File: config.mk
export PLATFORM = sky130hd
export DESIGN_NAME = i2c_imu_transaction_decoder_unit_flat
export DESIGN_NICKNAME = d
export VERILOG_FILES = /design/src/hw/rtl/iitd_pkg.sv /design/src/hw/rtl/iitd_if.sv /design/src/hw/rtl/iitd_decode.sv /design/src/hw/rtl/i2c_imu_transaction_decoder_unit.sv /design/src/flat_wrapper.sv
export SDC_FILE = /design/constraint.sdc
export NUM_CORES = 1
export LEC_CHECK = 0
export BUFFER_PORTS_ARGS = -buffer_cell sky130_fd_sc_hd__buf_2
export CORE_MARGIN = 10
export CORE_UTILIZATION = 63
export CTS_CLUSTER_SIZE = 12
export DETAILED_ROUTE_END_ITERATION = 12
export HOLD_SLACK_MARGIN = 0.06
export PLACE_DENSITY_LB_ADDON = 0.05
export SYNTH_ARGS = -nofsm -noshare
export SYNTH_HDL_FRONTEND = slang
export SYNTH_HIERARCHICAL = 1
export SYNTH_SLANG_ARGS = --single-unit
export TNS_END_PERCENT = 100
File: constraint.sdc
create_clock -name clk -period 6.6 [get_ports clk]
set_clock_uncertainty 0.15 [all_clocks]
set_input_delay 0.33 -clock clk [delete_from_list [all_inputs] [get_ports clk]]
set_output_delay 0.33 -clock clk [all_outputs]
set_load 0.02 [all_outputs]
File: src/hw/rtl/iitd_pkg.sv
// Package for the I2C motion sensor transaction decoder.
// Holds the bus event codes, report kinds, register map constants and payload types.
// Has no dependencies; every other file of the block uses it.
package iitd_pkg;

	typedef enum logic [2:0] {
		OP_START   = 3'd0,
		OP_RSTART  = 3'd1,
		OP_STOP    = 3'd2,
		OP_ADDR_WR = 3'd3,
		OP_ADDR_RD = 3'd4,
		OP_DATA_WR = 3'd5,
		OP_DATA_RD = 3'd6,
		OP_OTHER   = 3'd7
	} op_t;

	typedef enum logic [3:0] {
		KIND_NONE      = 4'd0,
		KIND_FOREIGN   = 4'd1,
		KIND_GYRO_CFG  = 4'd2,
		KIND_ACCEL_CFG = 4'd3,
		KIND_INT_EN    = 4'd4,
		KIND_POWER     = 4'd5,
		KIND_WHO_AM_I  = 4'd6,
		KIND_HIGH_BYTE = 4'd7,
		KIND_ACCEL     = 4'd8,
		KIND_TEMP      = 4'd9,
		KIND_GYRO      = 4'd10,
		KIND_RESERVED  = 4'd11
	} kind_t;

	typedef enum logic [1:0] {
		PH_IDLE    = 2'd0,
		PH_SLAVE   = 2'd1,
		PH_POINTER = 2'd2,
		PH_WRITE   = 2'd3
	} phase_t;

	localparam logic [6:0] DEVICE_ADDR_RESET = 7'h68;
	localparam logic [7:0] IGNORED_ADDR      = 8'h7F;
	localparam logic [7:0] REG_GYRO_CFG      = 8'h1B;
	localparam logic [7:0] REG_ACCEL_CFG     = 8'h1C;
	localparam logic [7:0] REG_INT_EN        = 8'h38;
	localparam logic [7:0] REG_POWER         = 8'h6B;
	localparam logic [7:0] REG_WHO_AM_I      = 8'h75;
	localparam logic [7:0] DATA_FIRST        = 8'h3B;
	localparam logic [7:0] DATA_LAST         = 8'h48;

	localparam int         CHANNELS   = 7;
	localparam logic [2:0] CH_TEMP    = 3'd3;
	localparam logic [2:0] CH_GYRO_X  = 3'd4;

	typedef struct packed {
		op_t        operation;
		logic [7:0] data_byte;
	} in_item_t;

	typedef struct packed {
		kind_t              event_kind;
		logic [7:0]         register_address;
		logic [7:0]         byte_seen;
		logic [1:0]         axis;
		logic signed [15:0] sample_value;
		logic               is_register_write;
		logic [2:0]         self_test_bits;
		logic [1:0]         full_scale;
		logic [2:0]         clock_select;
		logic [3:0]         power_flags;
		logic [2:0]         interrupt_flags;
	} out_item_t;

	typedef struct packed {
		out_item_t  item;
		logic       data_reg;
		logic       high_byte;
		logic [2:0] channel;
	} dec_t;

endpackage

File: src/hw/rtl/iitd_if.sv
// Valid/ready channel interfaces for the transaction decoder.
// The input channel carries bus events and the output channel carries reports.
// Depends on iitd_pkg for the payload types.
interface iitd_in_if;
	logic              valid;
	logic              ready;
	iitd_pkg::in_item_t payload;

	modport source (output valid, output payload, input ready);
	modport sink (input valid, input payload, output ready);
endinterface

interface iitd_out_if;
	logic                valid;
	logic                ready;
	iitd_pkg::out_item_t payload;

	modport source (output valid, output payload, input ready);
	modport sink (input valid, input payload, output ready);
endinterface

File: src/hw/rtl/iitd_decode.sv
// Register decoder: turns one data byte and the register pointer into a report.
// Also tells whether the register lies in the sample block and which channel it feeds.
// Depends on iitd_pkg.
module iitd_decode (
	input  logic [7:0]      pointer,
	input  logic [7:0]      data_byte,
	input  logic            is_write,
	input  logic [7:0]      high_byte,
	output logic [2:0]      sample_channel,
	output iitd_pkg::dec_t  dec
);

	logic [7:0] offset;
	logic [2:0] channel;
	logic [2:0] gyro_axis;

	assign offset    = pointer - iitd_pkg::DATA_FIRST;
	assign channel   = offset[3:1];
	assign gyro_axis = channel - iitd_pkg::CH_GYRO_X;

	assign sample_channel = ((pointer >= iitd_pkg::DATA_FIRST) &&
		(pointer <= iitd_pkg::DATA_LAST)) ? channel : 3'd0;

	always_comb begin
		dec                        = '0;
		dec.item.event_kind        = iitd_pkg::KIND_RESERVED;
		dec.item.register_address  = pointer;
		dec.item.byte_seen         = data_byte;
		dec.item.is_register_write = is_write;
		unique case (pointer) inside
			iitd_pkg::REG_GYRO_CFG, iitd_pkg::REG_ACCEL_CFG: begin
				dec.item.event_kind     = (pointer == iitd_pkg::REG_GYRO_CFG) ?
					iitd_pkg::KIND_GYRO_CFG : iitd_pkg::KIND_ACCEL_CFG;
				dec.item.self_test_bits = data_byte[7:5];
				dec.item.full_scale     = data_byte[4:3];
			end
			iitd_pkg::REG_INT_EN: begin
				dec.item.event_kind      = iitd_pkg::KIND_INT_EN;
				dec.item.interrupt_flags = {data_byte[4], data_byte[3], data_byte[0]};
			end
			iitd_pkg::REG_POWER: begin
				dec.item.event_kind   = iitd_pkg::KIND_POWER;
				dec.item.clock_select = data_byte[2:0];
				dec.item.power_flags  = {data_byte[7], data_byte[6], data_byte[5],
					data_byte[3]};
			end
			iitd_pkg::REG_WHO_AM_I: begin
				dec.item.event_kind = iitd_pkg::KIND_WHO_AM_I;
			end
			[iitd_pkg::DATA_FIRST:iitd_pkg::DATA_LAST]: begin
				dec.data_reg = 1'b1;
				dec.channel  = channel;
				if (!offset[0]) begin
					dec.high_byte       = 1'b1;
					dec.item.event_kind = iitd_pkg::KIND_HIGH_BYTE;
				end else begin
					dec.item.sample_value = {high_byte, data_byte};
					if (channel < iitd_pkg::CH_TEMP) begin
						dec.item.event_kind = iitd_pkg::KIND_ACCEL;
						dec.item.axis       = channel[1:0];
					end else if (channel == iitd_pkg::CH_TEMP) begin
						dec.item.event_kind = iitd_pkg::KIND_TEMP;
					end else begin
						dec.item.event_kind = iitd_pkg::KIND_GYRO;
						dec.item.axis       = gyro_axis[1:0];
					end
				end
			end
			default: begin
				dec.item.event_kind = iitd_pkg::KIND_RESERVED;
			end
		endcase
	end

endmodule

File: src/hw/rtl/i2c_imu_transaction_decoder_unit.sv
// Top level of the I2C motion sensor transaction decoder.
// Depends on iitd_pkg, the channel interfaces in iitd_if.sv and iitd_decode.
//
//   Port      Direction  Handshake     Content
//   in_ch     sink       valid/ready   bus event: operation, data_byte
//   out_ch    source     valid/ready   one report per decoded data byte or foreign address
//   cfg_we    input      write enable  device_address taken from cfg_wdata
//
// An event is registered on acceptance and decoded from the input register into the result
// register; one event is taken every cycle while no stalled report holds the input
// register. Phase, register pointer and the seven stored high bytes update as the
// event leaves the input register. Reset clears phase, pointer, high bytes and both
// valid flags and loads address 0x68. A stalled report holds the input register;
// events that produce no report still pass through while the result register is free.
module i2c_imu_transaction_decoder_unit (
	input  logic              clk,
	input  logic              arst_n,
	input  logic              cfg_we,
	input  logic [6:0]        cfg_wdata,
	iitd_in_if.sink           in_ch,
	iitd_out_if.source        out_ch
);

	iitd_pkg::in_item_t  item_s1;
	logic                valid_s1;
	iitd_pkg::out_item_t result_q;
	logic                result_valid_q;

	logic [6:0]          device_address_q;
	iitd_pkg::phase_t    phase_q;
	iitd_pkg::phase_t    phase_d;
	logic [7:0]          pointer_q;
	logic [7:0]          high_q [iitd_pkg::CHANNELS];

	logic                advance;
	logic                addr_event;
	logic                addr_match;
	logic                do_decode;
	logic                has_result;
	logic                load_pointer;
	logic [2:0]          sample_channel;
	iitd_pkg::out_item_t result_d;
	iitd_pkg::dec_t      dec;

	assign advance      = valid_s1 && (!result_valid_q || out_ch.ready);
	assign in_ch.ready  = !valid_s1 || advance;
	assign out_ch.valid = result_valid_q;
	assign out_ch.payload = result_q;

	assign addr_event = (item_s1.operation == iitd_pkg::OP_ADDR_WR) ||
		(item_s1.operation == iitd_pkg::OP_ADDR_RD);
	assign addr_match = item_s1.data_byte == {1'b0, device_address_q};

	iitd_decode u_decode (
		.pointer        (pointer_q),
		.data_byte      (item_s1.data_byte),
		.is_write       (phase_q == iitd_pkg::PH_WRITE),
		.high_byte      (high_q[sample_channel]),
		.sample_channel (sample_channel),
		.dec            (dec)
	);

	always_comb begin
		phase_d = phase_q;
		unique case (phase_q)
			iitd_pkg::PH_IDLE: begin
				if (item_s1.operation == iitd_pkg::OP_START) begin
					phase_d = iitd_pkg::PH_SLAVE;
				end
			end
			iitd_pkg::PH_SLAVE: begin
				if (addr_event) begin
					phase_d = addr_match ? iitd_pkg::PH_POINTER : iitd_pkg::PH_IDLE;
				end
			end
			iitd_pkg::PH_POINTER: begin
				if (item_s1.operation == iitd_pkg::OP_RSTART) begin
					phase_d = iitd_pkg::PH_SLAVE;
				end else if (item_s1.operation == iitd_pkg::OP_STOP) begin
					phase_d = iitd_pkg::PH_IDLE;
				end else if (item_s1.operation == iitd_pkg::OP_DATA_WR) begin
					phase_d = iitd_pkg::PH_WRITE;
				end
			end
			iitd_pkg::PH_WRITE: begin
				if (item_s1.operation == iitd_pkg::OP_STOP) begin
					phase_d = iitd_pkg::PH_IDLE;
				end else if (item_s1.operation == iitd_pkg::OP_RSTART) begin
					phase_d = iitd_pkg::PH_SLAVE;
				end
			end
			default: begin
				phase_d = iitd_pkg::PH_IDLE;
			end
		endcase
	end

	always_comb begin
		has_result   = 1'b0;
		do_decode    = 1'b0;
		load_pointer = 1'b0;
		result_d     = dec.item;
		unique case (phase_q)
			iitd_pkg::PH_IDLE: begin
				has_result = 1'b0;
			end
			iitd_pkg::PH_SLAVE: begin
				if (addr_event && !addr_match &&
					item_s1.data_byte != iitd_pkg::IGNORED_ADDR) begin
					has_result          = 1'b1;
					result_d            = '0;
					result_d.event_kind = iitd_pkg::KIND_FOREIGN;
					result_d.byte_seen  = item_s1.data_byte;
				end
			end
			iitd_pkg::PH_POINTER: begin
				load_pointer = item_s1.operation == iitd_pkg::OP_DATA_WR;
				do_decode    = item_s1.operation == iitd_pkg::OP_DATA_RD;
				has_result   = do_decode;
			end
			iitd_pkg::PH_WRITE: begin
				do_decode  = item_s1.operation == iitd_pkg::OP_DATA_WR;
				has_result = do_decode;
			end
			default: begin
				has_result = 1'b0;
			end
		endcase
	end

	always_ff @(posedge clk or negedge arst_n) begin
		if (!arst_n) begin
			valid_s1 <= 1'b0;
		end else if (in_ch.ready) begin
			valid_s1 <= in_ch.valid;
		end
	end

	always_ff @(posedge clk) begin
		if (in_ch.valid && in_ch.ready) begin
			item_s1 <= in_ch.payload;
		end
	end

	always_ff @(posedge clk or negedge arst_n) begin
		if (!arst_n) begin
			result_valid_q <= 1'b0;
		end else if (advance) begin
			result_valid_q <= has_result;
		end else if (out_ch.ready) begin
			result_valid_q <= 1'b0;
		end
	end

	always_ff @(posedge clk) begin
		if (advance && has_result) begin
			result_q <= result_d;
		end
	end

	always_ff @(posedge clk or negedge arst_n) begin
		if (!arst_n) begin
			device_address_q <= iitd_pkg::DEVICE_ADDR_RESET;
		end else if (cfg_we) begin
			device_address_q <= cfg_wdata;
		end
	end

	always_ff @(posedge clk or negedge arst_n) begin
		if (!arst_n) begin
			phase_q   <= iitd_pkg::PH_IDLE;
			pointer_q <= '0;
		end else if (advance) begin
			phase_q <= phase_d;
			if (load_pointer) begin
				pointer_q <= item_s1.data_byte;
			end else if (do_decode && dec.data_reg) begin
				pointer_q <= pointer_q + 8'd1;
			end
		end
	end

	always_ff @(posedge clk or negedge arst_n) begin
		if (!arst_n) begin
			for (int i = 0; i < iitd_pkg::CHANNELS; i++) begin
				high_q[i] <= '0;
			end
		end else if (advance && do_decode && dec.high_byte) begin
			high_q[dec.channel] <= item_s1.data_byte;
		end
	end

endmodule
File: src/flat_wrapper.sv
// flat-port wrapper written by rule: the top's interface ports become plain ports
module i2c_imu_transaction_decoder_unit_flat 
  (clk, arst_n, cfg_we, cfg_wdata, in_ch_valid, in_ch_payload, in_ch_ready, out_ch_valid, out_ch_payload, out_ch_ready);
  iitd_in_if in_ch_i ();
  iitd_out_if out_ch_i ();
  input  logic clk;
  input  logic arst_n;
  input  logic cfg_we;
  input  logic [6:0] cfg_wdata;
  input wire logic [$bits(in_ch_i.valid)-1:0] in_ch_valid;
  input wire logic [$bits(in_ch_i.payload)-1:0] in_ch_payload;
  output wire logic [$bits(in_ch_i.ready)-1:0] in_ch_ready;
  output wire logic [$bits(out_ch_i.valid)-1:0] out_ch_valid;
  output wire logic [$bits(out_ch_i.payload)-1:0] out_ch_payload;
  input wire logic [$bits(out_ch_i.ready)-1:0] out_ch_ready;
  assign in_ch_i.valid = in_ch_valid;
  assign in_ch_i.payload = in_ch_payload;
  assign in_ch_ready = in_ch_i.ready;
  assign out_ch_valid = out_ch_i.valid;
  assign out_ch_payload = out_ch_i.payload;
  assign out_ch_i.ready = out_ch_ready;
  i2c_imu_transaction_decoder_unit u_core (.clk(clk), .arst_n(arst_n), .cfg_we(cfg_we), .cfg_wdata(cfg_wdata), .in_ch(in_ch_i), .out_ch(out_ch_i));
endmodule
==> flow_metrics.env <==
export IMPL_synth_edff_count=65
export IMPL_setup_viol=0
export IMPL_cp_max_fo=19
export IMPL_slew_headroom_pct=32.7
export IMPL_drt_iter0_drc=503
export IMPL_drt_wl_total_mm=16.4
export IMPL_synth_compound_area_share_pct=7.73
export IMPL_drive_gt1_share_pct=33.2
export IMPL_synth_seq_cells=140
export IMPL_fillCellCount=688
export IMPL_ctsResizeCount=0
export IMPL_clk_path_buf_depth=2
export IMPL_yosys_area_share_simple_pct=15.5
export IMPL_synthMuxAreaShare_pct=15.5
export IMPL_max_freq_mhz=243
export IMPL_synth_area_per_cell_um2=12.9
export IMPL_holdCritStartpoint="out_ch_ready"
export IMPL_cap_viol_max_count=0
export IMPL_antenna_found_initial=1
export IMPL_numPortBuffers=78
export IMPL_layout_commonest_cell="buf_2"
export IMPL_final_core_utilization_pct=75.6
export IMPL_grt_max_degree=76
export IMPL_cp_data_arrival_time_ns=4.36
export IMPL_first_pass_iters=5
export IMPL_outcome="finished clean"
export IMPL_post_route_drc_count=0
export IMPL_synthTopCellsByArea="edfxtp_1 (28%), dfrtp_1 (26%), mux2_2 (11%), nor2b_1 (4.2%), and2_1 (3.0%)"
export IMPL_synthToLayoutAreaGrowth_pct=16.6
export IMPL_min_period_ns=4.11
export IMPL_synth_area_um2=7060
export IMPL_crit_path_start="u_core/pointer_q[0]"
export IMPL_layout_common_cells="buf_2 (78), dfrtp_1 (72), mux2_2 (67), edfxtp_1 (65), nor2b_1 (47)"
export IMPL_htree_levels=4
export IMPL_grt_pass1_vias=4837
export IMPL_grtUsageTotal_pct=20.8
export IMPL_ir_drop_uv=136
export IMPL_final_hold_viol_count=0
export IMPL_powerDensity_nw_per_um2=236
export IMPL_ys_types=68
export IMPL_synthAdderAreaFrac_pct=0.709
export IMPL_synth_top_family_by_area="multiplexers"
export IMPL_syn_nets=574
export IMPL_worstSetupEndpointType="register"
export IMPL_die_width_um=126
export IMPL_r2r_start="u_core/pointer_q[0]"
export IMPL_via_per_inst=5.99
export IMPL_io_pins=79
export IMPL_tns_ns=0
export IMPL_maxSlewViolCount=0
export IMPL_pre_cts_slack_ns=2.54
export IMPL_yosysWarnings=6
export IMPL_yosysTopAreaCell="edfxtp_1"
export IMPL_vias=4668
export IMPL_postCtsSetupBuffers=0
export IMPL_required_ns=6.85
export IMPL_initial_core_util_pct=64.8
export IMPL_worstSetupStartpointType="register"
export IMPL_dp_hpwl_mm=10.3
export IMPL_num_rows=38
export IMPL_ys_flop_type="dfrtp_1"
export IMPL_p_leak_uw=0.00354
export IMPL_nets=652
export IMPL_cts_root_buf="clkbuf_8"
export IMPL_worstSkewPairLatency_ns=0.52
export IMPL_die_y_um=126
export IMPL_synth_cells=547
export IMPL_hold_path_class="in -> reg"
export IMPL_cts_tree="yes"
export IMPL_antenna_left=0
export IMPL_synth_xor_area_share_pct=1.49
export IMPL_ys_seq_area_share_pct=54.3
export IMPL_period_share_pct=62.3
export IMPL_grt_pass1_wl_mm=26.6
export IMPL_place_congestion=0.898
export IMPL_cts_made_buffers=17
export IMPL_die_area_um2=15800
export IMPL_clk_pin_slew_worst_paths_ns=0.06
export IMPL_worstMarginPinSlew_ns=1.00
export IMPL_core_um2=10900
export IMPL_async_flop_share_pct=53.6
export IMPL_crit_type="reg -> reg"
export IMPL_rsz0062_at_grt="no"
export IMPL_cts_sinks=140
export IMPL_setup_ws_ns=2.49
export IMPL_grt_overflow=0
export IMPL_wl_per_cell_um=21.0
export IMPL_synth_top_area_share_pct=27.7
## routing by layer
| layer | up-vias | GRT usage [%] | share of wire [%] |
|---|---|---|---|
| li1 | 2128 | - | - |
| met1 | 2334 | 27.1 | 43 |
| met2 | 173 | 33.4 | 48 |
| met3 | 33 | 4.95 | 6.3 |
| met4 | 0 | 7.43 | 2.4 |
| met5 | - | 0 | 0 |
## sequential cells by signal, indices dropped and copies added (netlist names)
| register | count |
|---|---|
| u_core/pointer_q | 8 |
| u_core/item_s1 | 11 |
| u_core/high_q | 56 |
| u_core/phase_q | 2 |
| u_core/valid_s1 | 1 |
| u_core/out_ch.valid | 1 |
| u_core/out_ch.payload | 54 |
| u_core/device_address_q | 7 |
## path summary, 6_finish.rpt
| kind | to | slack [ns] | cells past startpoint |
|---|---|---|---|
| setup reg to reg | u_core/high_q[41] | 2.49 | 7 |
| min in group asynchronous | u_core/phase_q[0] | 0.43 | 3 |
| setup / recovery | u_core/high_q[41] | 2.49 | 7 |
| hold / removal | u_core/out_ch.valid | 0.10 | 3 |
| max in group asynchronous | u_core/high_q[28] | 5.24 | 3 |
| hold reg to reg | u_core/high_q[22] | 0.36 | 1 |
## where the power goes
group / internal (uW) / leakage (uW) / switching [uW]
clock: 570 / 0.000282 / 358
combinational: 34.7 / 0.00162 / 36.5
sequential: 922 / 0.00164 / 23.6
total: 1530 / 0.00354 / 418
## through the flow
step                hold WS (ns)  power (uW)  cell area (um^2)  instances
finish                     0.102        1940              8230        779
global route              0.0989        2010              8230        779
CTS                       0.0875        1950              8220        778
detailed placement         0.346        1020              7370        718
global placement           0.336        1010              7370        718
floorplan                 -0.116         988              7060        547
## cells by family (layout without fill, tap and decap cells)
| group | count (synthesis) | after routing |
|---|---|---|
| buf+inv | 61 | 152 |
| fa+ha+maj | 4 | 4 |
| other cells | 0 | 1 |
| mux | 90 | 90 |
| xor+xnor | 12 | 12 |
| flops | 140 | 140 |
| compound gates | 72 | 72 |
| simple gates | 168 | 168 |
## synthesized netlist by cell type, drive strengths merged, types with 3 or more instances
library cell  count
nand3             5
a2bb2oi           8
o22ai             5
dfstp             3
edfxtp           65
clkbuf           18
a21oi            22
mux2             73
mux2i             9
a211oi            8
xor2             11
o21ai             5
nor4              8
nor2b            47
ha                4
o211ai            3
nor3              7
mux4              8
and2             34
inv               9
dfrtp            72
nor2             23
nand2b            8
nand4b            4
buf              34
o31ai             4
and3              4
a21o              3
nand2            13
## layout make-up
class	instances	area (um^2)	area share [%]
sequential	140	3830	46.6
multi-input combinational	346	2900	35.2
timing repair buffer	111	708	8.61
clock buffer	22	464	5.64
tap	140	175	2.13
clock inverter	10	113	1.37
inverter	9	33.8	0.411
antenna	1	2.50	0.0304
## critical path, cell delays in order, from the launching register on
cell and delay (ns):
dfrtp_1 0.63, ha_1 0.37, nor2_1 0.13, o32ai_4 0.39, and3_1 0.84, nand4_1 0.48
nor4_4 0.58, mux2_2 0.41
## timing repair
| action | in CTS | in global routing |
|---|---|---|
| hold endpoints to repair | 91 | 0 |
| setup endpoints to repair | 0 | 0 |
| hold buffers | 28 | 0 |
Note: power is estimated with default switching activity, not from simulation.
